**src/slid_pkg.sv**
```systemverilog
package slid_pkg;

    localparam int CAPACITY    = 64;
    localparam int ValueW      = 32;
    localparam int CountW      = $clog2(CAPACITY + 1);
    localparam int EntryCountW = 7;
    localparam int StatusW     = 2;

    localparam logic MODE_INSERT = 1'b0;
    localparam logic MODE_DELETE = 1'b1;

    typedef enum logic [StatusW-1:0] {
        ST_INSERTED  = 2'd0,
        ST_DELETED   = 2'd1,
        ST_NOT_FOUND = 2'd2,
        ST_FULL      = 2'd3
    } status_t;

    // command broadcast to every cell
    typedef struct packed {
        logic                     ins;
        logic                     del;
        logic signed [ValueW-1:0] value;
    } cell_cmd_t;

    // what a cell shows its neighbours
    typedef struct packed {
        logic                     valid;
        logic                     lt;
        logic signed [ValueW-1:0] value;
    } cell_link_t;

endpackage

```
**src/slid_cell.sv**
```systemverilog
module slid_cell (
    input  logic                clk,
    input  logic                rst_n,
    input  slid_pkg::cell_cmd_t  cmd,
    input  slid_pkg::cell_link_t left,
    input  slid_pkg::cell_link_t right,
    output slid_pkg::cell_link_t link,
    output logic                eq
);
    import slid_pkg::*;

    logic                     valid_reg;
    logic                     valid_next;
    logic signed [ValueW-1:0] value_reg;
    logic signed [ValueW-1:0] value_next;
    logic                     lt;

    assign lt = valid_reg && (value_reg < cmd.value);
    assign eq = valid_reg && (value_reg == cmd.value);

    assign link.valid = valid_reg;
    assign link.lt    = lt;
    assign link.value = value_reg;

    always_comb
    begin
        valid_next = valid_reg;
        value_next = value_reg;
        if (cmd.ins && !lt)
        begin
            // first cell not below the value takes it, the rest shift up
            value_next = left.lt ? cmd.value : left.value;
            valid_next = left.valid;
        end
        else if (cmd.del && !lt)
        begin
            // from the first match onward every cell pulls from the right
            value_next = right.value;
            valid_next = right.valid;
        end
    end

    always_ff @(posedge clk or negedge rst_n)
    begin
        if (!rst_n)
            valid_reg <= 1'b0;
        else
            valid_reg <= valid_next;
    end

    always_ff @(posedge clk)
    begin
        value_reg <= value_next;
    end

endmodule

```
**config.mk**
```make
export PLATFORM = sky130hd
export DESIGN_NAME = slid_cell
export DESIGN_NICKNAME = d
export VERILOG_FILES = /design/src/slid_pkg.sv /design/src/slid_cell.sv
export SDC_FILE = /design/constraint.sdc
export NUM_CORES = 1
export LEC_CHECK = 0
export ABC_AREA = 1
export BUFFER_PORTS_ARGS = -buffer_cell sky130_fd_sc_hd__clkbuf_2
export CORE_MARGIN = 8
export CORE_UTILIZATION = 50
export CTS_CLUSTER_SIZE = 14
export DETAILED_ROUTE_END_ITERATION = 8
export GPL_TIMING_DRIVEN = 0
export PLACE_DENSITY = 0.87
export SETUP_SLACK_MARGIN = 0.5
export SYNTH_ARGS = -nofsm -noshare
export SYNTH_HDL_FRONTEND = slang
export SYNTH_SLANG_ARGS = --single-unit
```
**constraint.sdc**
```tcl
create_clock -name clk -period 7.5 [get_ports clk]
set_input_delay 1.5 -clock clk [delete_from_list [all_inputs] [get_ports clk]]
set_output_delay 1.5 -clock clk [all_outputs]
set_load 0.01 [all_outputs]
```
==> results of run 1 <==
[kinds of logic (layout without fill, tap and decap cells)]
| logic type | after synthesis | after routing | synth area share |
|---|---|---|---|
| and+or+nand+nor | 126 | 126 | 0.191 |
| AOI/OAI and AO/OA | 82 | 82 | 0.186 |
| buffers and inverters | 60 | 204 | 0.104 |
| DFF | 33 | 33 | 0.366 |
| adders and majority gates | 32 | 32 | 0.149 |
| muxes | 1 | 1 | 0.00418 |
[worst paths after layout]
check | start | endpoint | slack [ps] | cells after the start
hold reg to reg | valid_reg | valid_reg | 620 | 2
min in group asynchronous | rst_n | valid_reg | 980 | 1
setup reg to reg | value_reg[31] | value_reg[26] | 4650 | 11
max in group asynchronous | rst_n | valid_reg | 6430 | 1
setup / recovery | cmd[31] | link[32] | 2660 | 13
hold / removal | valid_reg | valid_reg | 620 | 2
[synth_stat cells]
cell / instances / share of area
o21ai_0: 34 / 0.063
and3_1: 1 / 0.0023
nand4_1: 2 / 0.0046
o21a_1: 2 / 0.0056
ha_1: 32 / 0.15
buf_4: 2 / 0.0056
nand3_1: 4 / 0.0074
a21oi_1: 14 / 0.026
buf_6: 6 / 0.025
nor3_1: 2 / 0.0037
dfrtp_1: 1 / 0.0093
o21ai_1: 9 / 0.017
a21o_1: 1 / 0.0028
mux2_2: 1 / 0.0042
nand2_1: 103 / 0.14
nor2_1: 9 / 0.013
nor4_2: 1 / 0.0046
clkbuf_2: 1 / 0.0019
edfxtp_1: 32 / 0.36
inv_1: 44 / 0.061
clkbuf_1: 7 / 0.0098
o21ai_2: 22 / 0.072
nand2_2: 1 / 0.0023
nand3_2: 2 / 0.0074
nor2_2: 1 / 0.0023
[layer usage]
| layer | track usage | vias up | share of wire | wire length (µm) |
|---|---|---|---|---|
| met5 | 0 | - | 0 | 0 |
| met4 | 0.0559 | 0 | 0.0089 | 72 |
| met3 | 0.0368 | 6 | 0.096 | 770 |
| met2 | 0.354 | 121 | 0.50 | 4000 |
| met1 | 0.235 | 1211 | 0.40 | 3220 |
| li1 | - | 1394 | - | - |
[per-stage QoR]
| stage | cells | util | area (µm²) | setup slack (ps) |
|---|---|---|---|---|
| 6_report | 548 | 0.692 | 3560 | 2660 |
| 5_1_grt | 548 | 0.692 | 3560 | 2420 |
| 4_1_cts | 548 | 0.692 | 3560 | 2620 |
| 3_5_place_dp | 540 | 0.675 | 3470 | 2630 |
| 3_3_place_gp | 540 | 0.673 | 3460 | 2170 |
| 2_1_floorplan | 334 | - | 2690 | 3090 |
[power groups by stage]
stage | clock network (mW) | registers (mW) | logic, mW
after floorplan | 0 | 0.432 | 0.350
after global placement | 0 | 0.391 | 0.591
after detailed placement | 0 | 0.397 | 0.613
after CTS | 0.142 | 0.393 | 0.617
after global routing | 0.150 | 0.403 | 0.684
final | 0.142 | 0.393 | 0.608
[worst max-delay path, delay by kind of cell]
kind                     cells  cell delay, ps
adder cells (fa/ha/maj)      1             330
buffers and inverters        4             400
AND/OR/NAND/NOR              8            1100
[final cells by class]
cell class	instances	area, µm²
Multi-Input combinational cell	241	1430
Sequential cell	33	986
Fill cell	437	1580
Clock buffer	8	90.1
Buffer	16	114
Inverter	44	165
Timing Repair Buffer	136	681
Tap cell	70	87.6
==> metrics, run 1 <==
RSZ-0062 raised after global routing=no; commonest non-fill, non-tap cell in the layout=clkbuf_2; layout cell share with drive strength beyond 1=0.377; Residual DRC=0; Chip Height=89.4 µm; Max Freq=206 MHz; Post-CTS Hold Buffers=0; final number of setup-violating endpoints=0; Pwr Density=321 nW/µm²; post-synthesis sequential area ratio=0.366; most frequent cells in the layout=137 x clkbuf_2, 103 x nand2_1, 44 x inv_1; Tcrit/Tclk final=0.646; CTS tree=built; Hold Path Class=reg2reg; WL/cell=14.7 µm; DRT iter0 DRCs=101; clk root buf=clkbuf_8; CP required=6000 ps; synth unique cells=25; via density per instance=4.99; LEAKAGE=1.94 nW; Mapped Nets=470; IO buf count=136; vias in the first global route=2783; CP max-delay cell=ha_1; status=finished, final reports clean; final net count=613; maxcap violations=0; largest net degree at the start of global routing=34; Fin Hold WS=625 ps; Clock Skew=9.37 ps; P_sw=0.489 mW; GRT overflow=0; Mapped Avg Cell Area=8.06 µm²; H-tree Lvls=2; Starting Density=0.524; Sw Ratio=0.427; gpl congestion=0.797; GRT Total Usage=0.198; final hold violation count=0; clock-pin slew on the worst setup and hold paths=70 ps; Worst path max stage delay=330 ps; sequential power share=0.344; area grow syn2layout=32.2%; Gate Count Post-Synth=334; Pins Over Slew Limit=0; core area=5140 µm²; Crit Path Category=in2out; crit path max fanout=4; Worst Path Arrival=3340 ps; Boundary Pins=139; CTS Buffer Depth=2; Clock power frac=0.124; Comb pwr share=0.532; first-pass GRT wire length=12300 µm; Worst setup EP type=output pin; Final min period=4840 ps; setup TNS=0 ps; Worst slew margin=0.356; Worst setup SP type=input port; Worst VDD drop=0.000140 V; CTS Buf Count=5; Int Power=0.655 mW; Crit path top cell by count=nand2_1; CTS Sinks=33; hpwl dp=6540 µm; vias=2732; Std-Cell Rows=26; total die area=7990 µm²; drt total wl=8060 µm; Post-DRT Antenna Nets=0; total power draw=1.14 mW; First-pass DRT Iterations=4; actual slew at the worst max-slew pin=964 ps; max reg flops=32; Diodes inserted=0; CTS resizes=0; synthesized area=2690 µm²; critical-path cell list=clkbuf_2, inv_1, ha_1, nand2_1, nor2_2, nand2_1, nor4_2, nand2_1, nand3_2, nand2_1, nor2_1, buf_4, clkbuf_2; Seq cells post-synth=33; Post-CTS Setup Repair Bufs=0; YS warnings=0; width of the die=89.4 µm; Clk Latency, worst-skew pair=290 ps; initial antenna violation count=0
(Power assumes the default switching activity.)
==> run 2, diff against run 1 <==
Settings changed: ABC_AREA 1 to 0, CORE_UTILIZATION 50 to 49, PLACE_DENSITY 0.87 to 0.82.
Clock period 7.5 ns to 5 ns, I/O delays scaled along.
==> metrics, run 2 <==
Crit Path Category=in2out (unchanged); area grow syn2layout=28.5% (was 32.2%); Tcrit/Tclk final=0.864; Pwr Density=498 nW/µm² (was 321 nW/µm²); Worst path max stage delay=390 ps (was 330 ps); CTS Sinks=33 (unchanged); area of the multi-input gates=1990 µm² (was 1430 µm²); Diodes inserted=0 (unchanged); Boundary Pins=139 (unchanged); CP max-delay cell=nor4_4 (was ha_1); maxcap violations=0 (unchanged); Post-DRT Antenna Nets=0 (unchanged); clock-pin slew on the worst setup and hold paths=70 ps (about the same); drt total wl=9890 µm (was 8060 µm); GRT overflow=0 (unchanged); fill cell count=542 (was 437); setup TNS=0 ps (unchanged); Worst Setup SP=cmd[30] (was cmd[31]); clk root buf=clkbuf_8 (unchanged); Clock Skew=4.99 ps (was 9.37 ps); total power draw=2.07 mW (was 1.14 mW); CTS Buf Count=5 (unchanged); core area=6350 µm² (was 5140 µm²); Max Freq=232 MHz; first-pass GRT wire length=16000 µm (was 12300 µm); CP bufs+invs=6 (was 4); Worst setup SP type=input port (unchanged); CTS resizes=0 (unchanged); H-tree Lvls=2 (unchanged); Storage cell area=986 µm² (unchanged); Worst VDD drop=0.000378 V (was 0.000140 V); Worst path top cell family by delay=simple AND/OR/NAND/NOR gates (unchanged); critical-path cell list=clkbuf_2, inv_1, ha_1, nand4_1, nor4_4, nand4_1, a41oi_2, nor3b_2, buf_6, buf_12, and2_1, buf_4, clkbuf_2 (was clkbuf_2, inv_1, ha_1, nand2_1, nor2_2, nand2_1, nor4_2, nand2_1, nand3_2, nand2_1, nor2_1, buf_4, clkbuf_2); Hold Path Class=in2async (was reg2reg); vias=3327 (was 2732); WL/cell=16.6 µm (was 14.7 µm); Chip Height=97.2 µm (was 89.4 µm); hpwl dp=7990 µm (was 6540 µm); GRT Total Usage=0.201 (was 0.198); reg2reg start=value_reg[31] (unchanged); synth unique cells=32 (was 25); synthesized area=3230 µm² (was 2690 µm²); most common cell in the synthesized netlist=nand2_1 (unchanged); Worst setup EP type=output pin (unchanged); Residual DRC=0 (unchanged); post-synthesis async set-or-reset flop share=0.0303 (unchanged); crit path max fanout=10 (was 4); Mapped Nets=509 (was 470); IO buf count=136 (unchanged); Seq cells post-synth=33 (unchanged); final net count=653 (was 613); Clk Latency, worst-skew pair=280 ps (was 290 ps); Post-CTS Hold Buffers=0 (unchanged); First-pass DRT Iterations=4 (unchanged); Starting Density=0.509 (was 0.524); vias in the first global route=3532 (was 2783); DRT iter0 DRCs=170 (was 101); RSZ-0062 raised after global routing=no (unchanged); gpl congestion=0.909 (was 0.797); Post-synth EDFFs=32 (unchanged); largest net degree at the start of global routing=18 (was 34); final number of setup-violating endpoints=0 (unchanged); Synth top cells by count=70 x nand2_1, 69 x o21ai_0, 64 x mux2i_1, 34 x inv_1 (was 103 x nand2_1, 44 x inv_1, 34 x o21ai_0, 32 x edfxtp_1, 32 x ha_1); final hold violation count=0 (unchanged); Worst Path Arrival=3320 ps (was 3340 ps); layout cell share with drive strength beyond 1=0.307 (was 0.377); post-synth top area share=0.298 (was 0.357); width of the die=97.2 µm (was 89.4 µm); max reg flops=32 (unchanged); Mapped Avg Cell Area=8.66 µm² (was 8.06 µm²); via density per instance=5.59 (was 4.99); Worst slew margin=0.580 (was 0.356); status=finished, final reports clean (unchanged); post-synthesis sequential area ratio=0.305 (was 0.366); commonest non-fill, non-tap cell in the layout=clkbuf_2 (unchanged); CP required=4000 ps (was 6000 ps); Gate Count Post-Synth=373 (was 334); Yosys top cell by area=edfxtp_1 (unchanged); CTS Buffer Depth=2 (unchanged); Std-Cell Rows=29 (was 26); actual slew at the worst max-slew pin=628 ps (was 964 ps); total die area=9440 µm² (was 7990 µm²); Pins Over Slew Limit=0 (unchanged); YS warnings=0 (unchanged); top area cells in the synthesized netlist=edfxtp_1 30%, mux2i_1 20%, ha_1 12% (was edfxtp_1 36%, ha_1 15%, nand2_1 14%); Final min period=4320 ps; most frequent cells in the layout=136 x clkbuf_2, 70 x nand2_1, 69 x o21ai_0 (was 137 x clkbuf_2, 103 x nand2_1, 44 x inv_1); CTS tree=built (unchanged); top_reg_cell synth=edfxtp_1 (unchanged); LEAKAGE=2.12 nW (was 1.94 nW); initial antenna violation count=0 (unchanged); Post-CTS Setup Repair Bufs=0 (unchanged)
-- run 2: changes by cell type after synthesis, sizes merged, moves of 3 or more --
cell   previous run  this run
mux2i             0        64
nand4             2         7
nand2           104        70
inv              44        34
a21oi            14        11
o21ai            65        69
buf               8        14
nor2b             0         5
nor2             10         6
nand3             6         0
-- run 2: power by group --
| group | switching (mW) | internal, mW |
|---|---|---|
| combinational | 0.673 | 0.573 |
| clock | 0.103 | 0.0939 |
| sequential | 0.0894 | 0.535 |
-- run 2: layer usage --
| metal | part of all wire | up-vias | track usage |
|---|---|---|---|
| li1 | - | 1615 | - |
| met1 | 0.41 | 1542 | 0.228 |
| met2 | 0.50 | 150 | 0.361 |
| met3 | 0.067 | 20 | 0.0384 |
| met4 | 0.021 | 0 | 0.0769 |
| met5 | 0 | - | 0 |
-- run 2: worst paths after layout --
check	end	slack, ps	cells after the start
setup / recovery	link[32]	680	13
hold / removal	valid_reg	480	1
setup reg to reg	value_reg[16]	1700	10
hold reg to reg	valid_reg	670	1
max in group asynchronous	valid_reg	4440	1
min in group clk	valid_reg	670	1
-- run 2: cells by family after synthesis --
logic type      Yosys count  synth area share
buf+inv                  58            0.0883
simple gates             95             0.130
mux                      64             0.198
compound gates           91             0.154
flops                    33             0.305
fa+ha+maj                32             0.124
-- run 2: through the flow --
step / cell area (µm²) / setup WS, ps / hold slack [ps] / util / std cells
after CTS: 4130 / 584 / 477 / 0.650 / 595
final: 4150 / 682 / 479 / 0.653 / 595
after global placement: 4010 / 201 / 617 / 0.632 / 586
after detailed placement: 4050 / 599 / 655 / 0.637 / 587
after floorplan: 3230 / 1140 / 553 / - / 373
after global routing: 4150 / 534 / 468 / 0.653 / 595
-- run 2: final cells by class --
cell class / instances / area share
Tap cell: 77 / 0.0232
Clock buffer: 5 / 0.0166
Multi-Input combinational cell: 282 / 0.480
Clock inverter: 3 / 0.00302
Sequential cell: 33 / 0.238
Timing Repair Buffer: 137 / 0.171
Inverter: 34 / 0.0308
Buffer: 24 / 0.0380
-- run 2: worst register-to-register path, cell delays in order, from the launching register on --
cell	delay, ps
edfxtp_1	430
ha_1	320
nand4_1	210
nor4_4	390
nand4_1	250
a41oi_2	260
nor3b_2	80
buf_6	160
buf_12	160
a21oi_4	530
buf_16	230
